<file path="src/hdl/lcdw_pkg.sv">
// Shared types, constants and command/status structs for the character LCD nibble writer.
package lcdw_pkg;

    localparam int LineChars = 16;
    localparam int CntW      = 5;
    localparam int InitLen   = 8;
    localparam int IdxW      = $clog2(InitLen);

    localparam logic [7:0] NEWLINE_CHAR = 8'h0A;
    localparam logic [7:0] SPACE_CHAR   = 8'h20;
    localparam logic [7:0] LINE_CMD_A   = 8'hA8;
    localparam logic [7:0] LINE_CMD_B   = 8'h80;

    localparam logic [7:0] INIT_CMDS [InitLen] = '{
        8'h33, 8'h32, 8'h28, 8'h08, 8'h04, 8'h01, 8'h02, 8'h0E
    };

    typedef enum logic [1:0] {
        OP_CHAR = 2'd0,
        OP_CMD  = 2'd1,
        OP_INIT = 2'd2,
        OP_NONE = 2'd3
    } op_t;

    typedef enum logic [2:0] {
        S_IDLE,
        S_CHAR,
        S_PAD,
        S_LINE,
        S_RAW,
        S_INIT
    } state_t;

    typedef enum logic [1:0] {
        SRC_BYTE,
        SRC_SPACE,
        SRC_LINE,
        SRC_INIT
    } src_t;

    typedef struct packed {
        logic load;
        logic restart;
        logic emit;
        src_t src;
        logic rs;
        logic last;
        logic cnt_inc;
        logic line_done;
        logic idx_inc;
    } cmd_t;

    typedef struct packed {
        logic newline;
        logic out_free;
        logic half_lo;
        logic cnt_end;
        logic idx_end;
    } sts_t;

endpackage

</file>
<file path="src/hdl/lcdw_if.sv">
// Valid/ready channel interfaces for request words and bus transfer words.
interface lcdw_req_if;
    logic       valid;
    logic       ready;
    logic [1:0] opcode;
    logic [7:0] char_code;

    modport source (output valid, output opcode, output char_code, input ready);
    modport sink (input valid, input opcode, input char_code, output ready);
endinterface

interface lcdw_xfer_if;
    logic       valid;
    logic       ready;
    logic       reg_select;
    logic [3:0] nibble;
    logic       last;

    modport source (output valid, output reg_select, output nibble, output last, input ready);
    modport sink (input valid, input reg_select, input nibble, input last, output ready);
endinterface

</file>
<file path="src/hdl/lcdw_dp.sv">
// Datapath: held byte, line counters, init index, nibble select and output register.
module lcdw_dp (
    input  logic                clk,
    input  logic                rst_n,
    input  logic [7:0]          char_code,
    input  lcdw_pkg::cmd_t      cmd,
    output lcdw_pkg::sts_t      sts,
    lcdw_xfer_if.source         xfer
);

    logic [7:0]                 byte_reg;
    logic [7:0]                 byte_next;
    logic [lcdw_pkg::CntW-1:0]  count_reg;
    logic [lcdw_pkg::CntW-1:0]  count_next;
    logic                       first_reg;
    logic                       first_next;
    logic                       half_reg;
    logic                       half_next;
    logic [lcdw_pkg::IdxW-1:0]  idx_reg;
    logic [lcdw_pkg::IdxW-1:0]  idx_next;
    logic                       out_valid_reg;
    logic                       out_valid_next;
    logic                       out_rs_reg;
    logic [3:0]                 out_nibble_reg;
    logic                       out_last_reg;
    logic [7:0]                 tx_byte;

    always_comb
    begin
        unique case (cmd.src)
            lcdw_pkg::SRC_BYTE:  tx_byte = byte_reg;
            lcdw_pkg::SRC_SPACE: tx_byte = lcdw_pkg::SPACE_CHAR;
            lcdw_pkg::SRC_LINE:  tx_byte = first_reg ? lcdw_pkg::LINE_CMD_A
                                                     : lcdw_pkg::LINE_CMD_B;
            lcdw_pkg::SRC_INIT:  tx_byte = lcdw_pkg::INIT_CMDS[idx_reg];
            default:             tx_byte = byte_reg;
        endcase
    end

    always_comb
    begin
        byte_next      = cmd.load ? char_code : byte_reg;
        count_next     = count_reg;
        first_next     = first_reg;
        idx_next       = idx_reg;
        half_next      = cmd.emit ? ~half_reg : half_reg;
        out_valid_next = out_valid_reg;
        if (cmd.restart)
        begin
            count_next = '0;
            first_next = 1'b1;
            idx_next   = '0;
        end
        if (cmd.cnt_inc)
        begin
            count_next = count_reg + 1'b1;
        end
        if (cmd.line_done)
        begin
            count_next = '0;
            first_next = ~first_reg;
        end
        if (cmd.idx_inc)
        begin
            idx_next = idx_reg + 1'b1;
        end
        if (cmd.emit)
        begin
            out_valid_next = 1'b1;
        end
        else if (xfer.ready)
        begin
            out_valid_next = 1'b0;
        end
    end

    always_ff @(posedge clk or negedge rst_n)
    begin
        if (!rst_n)
        begin
            count_reg     <= '0;
            first_reg     <= 1'b1;
            half_reg      <= 1'b0;
            idx_reg       <= '0;
            out_valid_reg <= 1'b0;
        end
        else
        begin
            count_reg     <= count_next;
            first_reg     <= first_next;
            half_reg      <= half_next;
            idx_reg       <= idx_next;
            out_valid_reg <= out_valid_next;
        end
    end

    always_ff @(posedge clk)
    begin
        byte_reg <= byte_next;
        if (cmd.emit)
        begin
            out_rs_reg     <= cmd.rs;
            out_nibble_reg <= half_reg ? tx_byte[3:0] : tx_byte[7:4];
            out_last_reg   <= cmd.last;
        end
    end

    assign sts.newline  = (char_code == lcdw_pkg::NEWLINE_CHAR);
    assign sts.out_free = ~out_valid_reg | xfer.ready;
    assign sts.half_lo  = half_reg;
    assign sts.cnt_end  = (count_reg == lcdw_pkg::CntW'(lcdw_pkg::LineChars - 1));
    assign sts.idx_end  = (idx_reg == lcdw_pkg::IdxW'(lcdw_pkg::InitLen - 1));

    assign xfer.valid      = out_valid_reg;
    assign xfer.reg_select = out_rs_reg;
    assign xfer.nibble     = out_nibble_reg;
    assign xfer.last       = out_last_reg;

`ifndef SYNTHESIS
    a_count_in_line: assert property (@(posedge clk) disable iff (!rst_n)
        count_reg <= lcdw_pkg::CntW'(lcdw_pkg::LineChars - 1))
        else $error("line count past end of line");
    a_last_on_low: assert property (@(posedge clk) disable iff (!rst_n)
        cmd.emit && cmd.last |-> half_reg)
        else $error("final word is not a low nibble");
`endif

endmodule

</file>
<file path="src/hdl/lcdw_ctrl.sv">
// Controller: sequences character, padding, line, raw and init transfers.
module lcdw_ctrl (
    input  logic            clk,
    input  logic            rst_n,
    input  logic            req_valid,
    input  logic [1:0]      req_opcode,
    output logic            req_ready,
    input  lcdw_pkg::sts_t  sts,
    output lcdw_pkg::cmd_t  cmd
);

    lcdw_pkg::state_t state_reg;
    lcdw_pkg::state_t state_next;

    always_ff @(posedge clk or negedge rst_n)
    begin
        if (!rst_n)
        begin
            state_reg <= lcdw_pkg::S_IDLE;
        end
        else
        begin
            state_reg <= state_next;
        end
    end

    always_comb
    begin
        state_next = state_reg;
        cmd        = '0;
        cmd.src    = lcdw_pkg::SRC_BYTE;
        req_ready  = (state_reg == lcdw_pkg::S_IDLE);
        unique case (state_reg) inside
            lcdw_pkg::S_IDLE:
            begin
                if (req_valid)
                begin
                    cmd.load = 1'b1;
                    unique case (lcdw_pkg::op_t'(req_opcode))
                        lcdw_pkg::OP_CHAR:
                            state_next = sts.newline ? lcdw_pkg::S_PAD : lcdw_pkg::S_CHAR;
                        lcdw_pkg::OP_CMD:
                            state_next = lcdw_pkg::S_RAW;
                        lcdw_pkg::OP_INIT:
                        begin
                            cmd.restart = 1'b1;
                            state_next  = lcdw_pkg::S_INIT;
                        end
                        lcdw_pkg::OP_NONE:
                            state_next = lcdw_pkg::S_IDLE;
                        default:
                            state_next = lcdw_pkg::S_IDLE;
                    endcase
                end
            end
            lcdw_pkg::S_CHAR, lcdw_pkg::S_PAD:
            begin
                cmd.rs  = 1'b1;
                cmd.src = (state_reg == lcdw_pkg::S_PAD) ? lcdw_pkg::SRC_SPACE
                                                         : lcdw_pkg::SRC_BYTE;
                if (sts.out_free)
                begin
                    cmd.emit = 1'b1;
                    if (sts.half_lo)
                    begin
                        if (sts.cnt_end)
                        begin
                            state_next = lcdw_pkg::S_LINE;
                        end
                        else
                        begin
                            cmd.cnt_inc = 1'b1;
                            if (state_reg == lcdw_pkg::S_CHAR)
                            begin
                                cmd.last   = 1'b1;
                                state_next = lcdw_pkg::S_IDLE;
                            end
                        end
                    end
                end
            end
            lcdw_pkg::S_LINE:
            begin
                cmd.src = lcdw_pkg::SRC_LINE;
                if (sts.out_free)
                begin
                    cmd.emit = 1'b1;
                    if (sts.half_lo)
                    begin
                        cmd.last      = 1'b1;
                        cmd.line_done = 1'b1;
                        state_next    = lcdw_pkg::S_IDLE;
                    end
                end
            end
            lcdw_pkg::S_RAW:
            begin
                if (sts.out_free)
                begin
                    cmd.emit = 1'b1;
                    if (sts.half_lo)
                    begin
                        cmd.last   = 1'b1;
                        state_next = lcdw_pkg::S_IDLE;
                    end
                end
            end
            lcdw_pkg::S_INIT:
            begin
                cmd.src = lcdw_pkg::SRC_INIT;
                if (sts.out_free)
                begin
                    cmd.emit = 1'b1;
                    if (sts.half_lo)
                    begin
                        cmd.idx_inc = 1'b1;
                        if (sts.idx_end)
                        begin
                            cmd.last   = 1'b1;
                            state_next = lcdw_pkg::S_IDLE;
                        end
                    end
                end
            end
            default:
            begin
                state_next = lcdw_pkg::S_IDLE;
            end
        endcase
    end

`ifndef SYNTHESIS
    a_idle_quiet: assert property (@(posedge clk) disable iff (!rst_n)
        state_reg == lcdw_pkg::S_IDLE |-> !cmd.emit)
        else $error("transfer issued while idle");
    a_done_on_last: assert property (@(posedge clk) disable iff (!rst_n)
        state_reg != lcdw_pkg::S_IDLE && state_next == lcdw_pkg::S_IDLE
        |-> cmd.emit && cmd.last)
        else $error("request finished without a final word");
    a_emit_needs_room: assert property (@(posedge clk) disable iff (!rst_n)
        cmd.emit |-> sts.out_free)
        else $error("transfer issued into a full output register");
`endif

endmodule

</file>
<file path="src/hdl/char_lcd_nibble_writer_top.sv">
// Top level of the character LCD nibble writer: controller plus datapath.
//
// Usage: requests arrive on req (opcode, char_code); bus transfer words leave on
// xfer (reg_select, nibble, last), one word per cycle at most. Every byte goes
// out as two words, high nibble first; last marks the final word of a request.
// Opcode 0 writes a character (newline pads the line with spaces), opcode 1
// sends a raw command byte, opcode 2 clears the line state and sends the
// eight-command init sequence, opcode 3 is taken and dropped.
// A request is taken only while the controller is idle. After acceptance the
// controller state leaves idle and then the output register loads the first
// word, once the output register has room. The single output register loads
// one word per cycle while the receiver keeps taking them, and the controller
// handles one request at a time, so a new request waits until the final word
// of the previous one is loaded into the output register.
// When the receiver stalls, the output word holds and the sequence pauses.
// Reset clears the line count, selects the first line address and empties
// the output register.
module char_lcd_nibble_writer_top (
    input  logic        clk,
    input  logic        rst_n,
    lcdw_req_if.sink    req,
    lcdw_xfer_if.source xfer
);

    lcdw_pkg::cmd_t cmd;
    lcdw_pkg::sts_t sts;

    lcdw_ctrl u_ctrl (
        .clk        (clk),
        .rst_n      (rst_n),
        .req_valid  (req.valid),
        .req_opcode (req.opcode),
        .req_ready  (req.ready),
        .sts        (sts),
        .cmd        (cmd)
    );

    lcdw_dp u_dp (
        .clk       (clk),
        .rst_n     (rst_n),
        .char_code (req.char_code),
        .cmd       (cmd),
        .sts       (sts),
        .xfer      (xfer)
    );

endmodule

</file>
<file path="src/flat_wrapper.sv">
// flat-port wrapper written by rule: the top's interface ports become plain ports
module char_lcd_nibble_writer_top_flat 
  (clk, rst_n, req_valid, req_opcode, req_char_code, req_ready, xfer_valid, xfer_reg_select, xfer_nibble, xfer_last, xfer_ready);
  lcdw_req_if req_i ();
  lcdw_xfer_if xfer_i ();
  input  logic clk;
  input  logic rst_n;
  input wire logic [$bits(req_i.valid)-1:0] req_valid;
  input wire logic [$bits(req_i.opcode)-1:0] req_opcode;
  input wire logic [$bits(req_i.char_code)-1:0] req_char_code;
  output wire logic [$bits(req_i.ready)-1:0] req_ready;
  output wire logic [$bits(xfer_i.valid)-1:0] xfer_valid;
  output wire logic [$bits(xfer_i.reg_select)-1:0] xfer_reg_select;
  output wire logic [$bits(xfer_i.nibble)-1:0] xfer_nibble;
  output wire logic [$bits(xfer_i.last)-1:0] xfer_last;
  input wire logic [$bits(xfer_i.ready)-1:0] xfer_ready;
  assign req_i.valid = req_valid;
  assign req_i.opcode = req_opcode;
  assign req_i.char_code = req_char_code;
  assign req_ready = req_i.ready;
  assign xfer_valid = xfer_i.valid;
  assign xfer_reg_select = xfer_i.reg_select;
  assign xfer_nibble = xfer_i.nibble;
  assign xfer_last = xfer_i.last;
  assign xfer_i.ready = xfer_ready;
  char_lcd_nibble_writer_top u_core (.clk(clk), .rst_n(rst_n), .req(req_i), .xfer(xfer_i));
endmodule
</file>
<file path="config.mk">
export PLATFORM = sky130hd
export DESIGN_NAME = char_lcd_nibble_writer_top_flat
export DESIGN_NICKNAME = d
export VERILOG_FILES = /design/src/hdl/lcdw_pkg.sv /design/src/hdl/lcdw_if.sv /design/src/hdl/lcdw_dp.sv /design/src/hdl/lcdw_ctrl.sv /design/src/hdl/char_lcd_nibble_writer_top.sv /design/src/flat_wrapper.sv
export SDC_FILE = /design/constraint.sdc
export NUM_CORES = 1
export LEC_CHECK = 0
export BUFFER_PORTS_ARGS = -buffer_cell sky130_fd_sc_hd__buf_2
export CORE_MARGIN = 8
export CORE_UTILIZATION = 45
export CTS_BUF_LIST = sky130_fd_sc_hd__clkbuf_4
export DETAILED_ROUTE_END_ITERATION = 10
export PLACE_DENSITY = 0.65
export SLEW_MARGIN = 40
export SYNTH_ARGS = -nofsm -noshare
export SYNTH_HDL_FRONTEND = slang
export SYNTH_SLANG_ARGS = --single-unit
</file>
<file path="constraint.sdc">
create_clock -name clk -period 1.9 [get_ports clk]
set_input_delay 0.19 -clock clk [delete_from_list [all_inputs] [get_ports clk]]
set_output_delay 0.19 -clock clk [all_outputs]
set_load 0.05 [all_outputs]
</file>
Word level (Yosys, flattened, before mapping):

Memories as Yosys holds them, arrays and structs flattened.
Index checks and enable logic that the tools add are counted.

* register bits after elaboration: 28
* bits in latches: 0
* RAM bits: 0
* ROM bits: 64
* input port bits: 14
* output and inout port bits: 8
* word-level logic and storage cells: 101
* memories: 1

Memories
* (no name shown): depth 8, width 8, rd ports 1, clocked after Yosys merged registers in 0, wr ports 0, RTL line lcdw_dp.sv:35 `lcdw_pkg::SRC_INIT: tx_byte = lcdw_pkg::INIT_CMDS[idx_reg];`

* add/subtract/negate cells: 2
* multiply operators: 0
* div/mod/pow operators: 0
* magnitude comparators: 1
* equality and inequality tests: 23
* shift operators: 0
* multiplexer cells: 48
* bitwise operators: 5
* reductions and logical operators: 11

Operators with widths (count)
* $mux W3: 12
* $pmux W8 S4: 1
* $pmux W3 S4: 2
* $mux W1: 18
* $mux W8: 2
* $mux W5: 3
* $mux W2: 6
* $ne A2 B1 Y1 const B: 5
* $eq A3 B3 Y1 const B: 3
* $reduce_and A9 Y1: 1
* $eq A2 B2 Y1 const B: 4
* $eq A8 B4 Y1 const B: 1
* $eq A3 B2 Y1 const B: 2
* $mux W6: 1
* $ne A2 B2 Y1 const B: 3
* $pmux W2 S3: 1
* $reduce_bool A2 Y1: 3
* $add A5 B1 Y5 const B: 1
* $eq A5 B4 Y1 const B: 1
* $reduce_or A5 Y1: 1
* $eq A2 B1 Y1 const B: 2
* $ge A4 B4 Y1 const B: 1
* $logic_not A2 Y1: 2
* $mux W4: 1
* other kinds (10): 13

Longest topological paths before layout:

* word-level depth: 8
* mapped depth: 7

Modules after synthesis:

A second synthesis with hierarchy kept.

* cell total of the unflattened synthesis: 155
* area, all modules: 1622.8 sq um

Modules (own cells, without submodules)
* lcdw_dp: times used 1, cells each 100, area each 1202.4 sq um, seq. area each 696.9 sq um
* lcdw_ctrl: times used 1, cells each 55, area each 420.4 sq um, seq. area each 75.1 sq um

Worst setup path before layout:

Ideal clock, no wire load.

* kind: register -> register
* start: register u_core.u_ctrl.state_reg[1]
* end: register u_core.u_dp.count_reg[2] (netlist name)
* data arrival time: 1695 ps
* setup slack: 87 ps
* stages on the path, launching flop included: 7
* buffers on the path: 1
* period minus slack after synthesis: 1813 ps
* path through: dfrtp_1 -> buf_6 -> nor3_4 -> and3_4 -> a31oi_4 -> o21bai_1 -> a21o_1

* elaborated cells on any way between the ends: 11

RTL lines
* start, declared: RTL line lcdw_ctrl.sv:12 `lcdw_pkg::state_t state_reg;`
* start signal, assigned: RTL line lcdw_ctrl.sv:19 `state_reg <= lcdw_pkg::S_IDLE;`
* start signal, assigned: RTL line lcdw_ctrl.sv:23 `state_reg <= state_next;`
* $logic_not A3 Y1 (no line)
* via req_ready: RTL line flat_wrapper.sv:11 `output wire logic [$bits(req_i.ready)-1:0] req_ready;`
* $mux W2: RTL line lcdw_ctrl.sv:33 `unique case (state_reg) inside`
* $reduce_bool A3 Y1 (no line)
* end signal, assigned: RTL line lcdw_dp.sv:89 `count_reg <= count_next;`
* end, declared: RTL line lcdw_dp.sv:13 `logic [lcdw_pkg::CntW-1:0] count_reg;`

The timed path passes the listed nets, and every way through them passes these cells.
A chain may end at the register's enable or synchronous reset.

Final worst setup path:

* start: register u_core.u_dp.count_reg[0] (netlist name)
* end: register u_core.u_dp.count_reg[2] (netlist name)

* word-level cells in the longest chain between the ends: 7
* elaborated cells on any way between the ends: 9

Ends and longest elaborated chain
* $eq A5 B4 Y1: RTL line lcdw_dp.sv:111 `assign sts.cnt_end = (count_reg == lcdw_pkg::CntW'(lcdw_pkg::LineChars - 1));`
* $mux W2: RTL line lcdw_ctrl.sv:66 `if (sts.cnt_end)`
* $mux W2: RTL line lcdw_ctrl.sv:64 `if (sts.half_lo)`
* $mux W2: RTL line lcdw_ctrl.sv:61 `if (sts.out_free)`
* $mux W1: RTL line lcdw_ctrl.sv:33
* $mux W5: RTL line lcdw_dp.sv:54 `if (cmd.cnt_inc)`
* $mux W5: RTL line lcdw_dp.sv:58 `if (cmd.line_done)`

Several ways; a longest one is shown, not always the timed one.

==> impl_summary.txt <==
----------------------------------------------------
[Run status]
  Run status ... completed

[Critical path]
  Worst setup SP type ... flop
  Critical R2R Launch ... u_core.u_dp.count_reg[0]$_DFFE_PN0P_
  Data required time of the worst path ... 2.14 ns
  Highest net fanout along the worst path ... 5
  Slowest Stage Delay on Critical Path ... 0.43 ns
  Crit path launch ... u_core.u_dp.count_reg[0]$_DFFE_PN0P_
  Arr. time, crit path ... between 2 and 2.5 ns
  Category of the critical setup timing path ... reg2reg
  Kind of capture point of the worst setup path ... flop
  Destination of the worst register-to-register timing path ... u_core.u_dp.count_reg[2]$_DFFE_PN0P_
  Cell family with most CP delay ... compound AO/OA/AOI/OAI gates
  Cell depth of the worst flop-to-flop path ... 7
  Critical path buffer and inverter count ... 0
  Critical-path cell list ... ha_1 > and3_1 > ha_2 > o21ai_4 > a31oi_4 > o21bai_1 > a21o_1
  Cell with the largest stage delay on the worst path ... sky130_fd_sc_hd__dfrtp_1
  Setup slack, reg-to-reg ... 0.12 ns

[Finish]
  Area Growth Syn to Fin ... 11.8%
  Fraction of layout instances using a drive strength above 1 ... 26.1%
  Number of flip-flops in the largest register ... 8
  # diodes ... 0
  Number of nets at the end of the flow ... about 200
  Filler Cell Count ... ~330

[Synthesis]
  Average cell area after synthesis ... 10.8 um^2
  Fraction of registers with async set or reset after synthesis ... 50.0%
  Cell with the most instances after synthesis ... sky130_fd_sc_hd__edfxtp_1
  Cell accounting for the most synthesized area ... sky130_fd_sc_hd__edfxtp_1
  Post-synthesis cell area ... 1650 um^2
  Register bit total from synthesis ... 28
  Syn_nets ... ~180
  Seq/Total Area, Yosys ... 46.8%
  Primary FF master, synth ... sky130_fd_sc_hd__edfxtp_1
  Area share of the largest cell type after synthesis ... 25.5%
  Number of different library cells in the post-synthesis netlist ... 56
  Commonest cells in the netlist ... sky130_fd_sc_hd__edfxtp_1, sky130_fd_sc_hd__dfrtp_1, sky130_fd_sc_hd__nand2_1
  Total of warnings raised by yosys ... 0
  Gate count of the mapped netlist ... 152
  Biggest area contributors in the synthesized netlist ... sky130_fd_sc_hd__edfxtp_1, sky130_fd_sc_hd__dfrtp_1, sky130_fd_sc_hd__ha_1, sky130_fd_sc_hd__nand2_1, sky130_fd_sc_hd__inv_1
  Post-synth EDFFs ... 14

[Global routing]
  Overflow left after global routing ... 0
  First-pass GRT wire length ... 5660 um
  GRT Resource Usage Total ... between 10% and 20%
  Largest net degree at the start of global routing ... 16
  Initial antenna violation count ... 0
  Vias in the first global route ... 1196

[STA]
  Pin slew with the least headroom to its limit ... between 0.4 and 0.5 ns
  Clock Skew ... approximately 0.0011 ns
  Final Critical Period ... 1.78 ns
  Max-slew violations ... 0
  Worst hold-check slack ... approximately 0.038 ns
  Accumulated negative setup slack ... 0 ns
  Post-route clock period utilization ... 93.9%
  RSZ-0062 raised after global routing ... false
  Achievable frequency ... 0.560 GHz
  Count of final setup violators ... 0
  Number of failing hold endpoints at the final stage ... 0
  Normalized max-slew margin ... 69.8%

[Die]
  Die height ... 76.5 um
  Core area ... between 3000 and 4000 um^2
  Placement Rows ... 22
  # IOs ... 22
  Die Footprint ... 5860 um^2
  Initial cell density of the core ... 46.1%
  Die Wd ... 76.5 um

[Placement]
  GPL Wtd Cong ... 0.860
  PortBufs ... 21
  Post-detail-place hpwl ... about 2600 um

[Clock network]
  Clock tree from TritonCTS ... built
  Number of buffers inserted during clock tree synthesis ... 3
  CTS Root Buffer Type ... sky130_fd_sc_hd__clkbuf_4
  Number of clock sinks seen by CTS ... 28
  Clock buffer depth ... 2
  Clock latency on the worst-skew pair ... 0.33 ns
  Clock-pin slew on the worst setup and hold paths ... 0.14 ns
  H-tree depth ... 1

[Pwr]
  Clock power frac ... 9.9%
  P_leak ... between 0.7 and 0.8 nW
  P_int ... 0.00135 W
  Sequential fraction of design power ... 42.1%
  Total power density per cell area ... 1360 nW/um^2
  Worst voltage drop across the vdd grid ... between 0.5 and 0.6 mV
  Psw ... 0.00116 W
  Switching part of the total power ... 46.2%
  Proportion of power drawn by combinational gates ... approximately 48%

[Worst hold path]
  Path category of the worst min-delay check ... in2reg
  Hold path start ... req_char_code[1]
  Hold Path Sink ... u_core.u_dp.byte_reg[1]$_DFFE_PP_
  Hold depth ... 1

[Detailed routing]
  Number of detailed-route iterations in the first pass ... 4
  DR vias/cell ... 5.31
  DRT Wirelength ... between 3000 and 4000 um
  Via count ... 1190
  Remaining antenna violation count ... 0
  Average wire per standard cell ... 14.3 um
  # DRC ... 0
  Violation count after the first detailed-routing iteration ... 45

[Run]
  Count of maximum capacitance violations ... 0

----------------------------------------------------
-- layer usage --
metal | GRT usage [%] | up-vias | part of all wire (%)
li1 | - | 601 | -
met1 | 15.1 | 557 | 48
met2 | 18.7 | 27 | 46
met3 | 2.24 | 5 | 4.2
met4 | 4.04 | 0 | 1.5
met5 | 0 | - | 0
-- power groups by stage --
stage | registers (W) | clock network, W | logic [W]
final | 0.00106 | 0.000247 | 0.00120
after global placement | 0.00106 | 0 | 0.00119
after CTS | 0.00105 | 0.000258 | 0.00122
after global routing | 0.00109 | 0.000279 | 0.00133
after floorplan | 0.00123 | 0 | 0.000764
after detailed placement | 0.00107 | 0 | 0.00121
-- stage by stage --
step	setup WS, ns	utilization, %	area, um^2	std cells	total power (W)
finish	0.115	51.5	1840	224	0.00251
global route	0.0327	51.5	1840	224	0.00270
CTS	0.0489	51.4	1840	224	0.00252
detailed placement	0.0745	50.4	1800	219	0.00228
global placement	0.114	50.4	1800	219	0.00225
floorplan	0.0872	-	1650	152	0.00200
-- how the worst max path moves through the flow --
stage	to	slack, ns	cells past startpoint
floorplan	u_core.u_dp.count_reg[2]$_DFFE_PN0P_	0.09	6
global placement	u_core.u_dp.count_reg[2]$_DFFE_PN0P_	0.11	7
detailed placement	u_core.u_dp.count_reg[2]$_DFFE_PN0P_	0.07	7
CTS	u_core.u_dp.count_reg[2]$_DFFE_PN0P_	0.05	7
global route	req_ready	0.03	2
finish	u_core.u_dp.count_reg[2]$_DFFE_PN0P_	0.12	7
-- kinds of logic after synthesis --
logic type | synth area share, %
flip-flops | 46.8
adder cells (fa/ha/maj) | 7.59
AND/OR/NAND/NOR | 16.8
multiplexers | 3.11
buffers and inverters | 5.39
XOR/XNOR | 0.531
AO/OA/AOI/OAI | 19.8
-- layout make-up --
class,count,area [um^2],area share [%]
Clock inverter,1,3.75,0.204
Clock buffer,3,22.5,1.22
Multi-Input combinational cell,105,791,42.9
Tap cell,48,60.1,3.26
Timing Repair Buffer,26,145,7.87
Sequential cell,28,773,41.9
Inverter,13,48.8,2.65
-- cell usage in the layout, fill, tap and decap left out, types with 3 or more instances in the layout --
master / count
sky130_fd_sc_hd__buf_2: 21
sky130_fd_sc_hd__edfxtp_1: 14
sky130_fd_sc_hd__nand2_1: 13
sky130_fd_sc_hd__dfrtp_1: 12
sky130_fd_sc_hd__inv_1: 11
sky130_fd_sc_hd__ha_1: 9
sky130_fd_sc_hd__nor2_1: 7
sky130_fd_sc_hd__o21ai_0: 7
sky130_fd_sc_hd__a21oi_1: 6
sky130_fd_sc_hd__o21ai_1: 6
sky130_fd_sc_hd__o211ai_1: 4
sky130_fd_sc_hd__mux2i_1: 4
sky130_fd_sc_hd__buf_4: 4
sky130_fd_sc_hd__and2_1: 3
sky130_fd_sc_hd__clkbuf_4: 3
-- repair_timing --
item                       4_1_cts  5_1_grt
hold endpoints to repair        13        0
gates resized for setup          0        2
setup endpoints to repair        0        3
hold buffers                     1        0
setup buffers                    0        0
-- worst reg2reg max path, cell delays in order (launching register included) --
cell	delay, ns
sky130_fd_sc_hd__dfrtp_1	0.43
sky130_fd_sc_hd__ha_1	0.23
sky130_fd_sc_hd__and3_1	0.19
sky130_fd_sc_hd__ha_2	0.21
sky130_fd_sc_hd__o21ai_4	0.17
sky130_fd_sc_hd__a31oi_4	0.12
sky130_fd_sc_hd__o21bai_1	0.18
sky130_fd_sc_hd__a21o_1	0.17
Power figures use the tool's default switching activity.
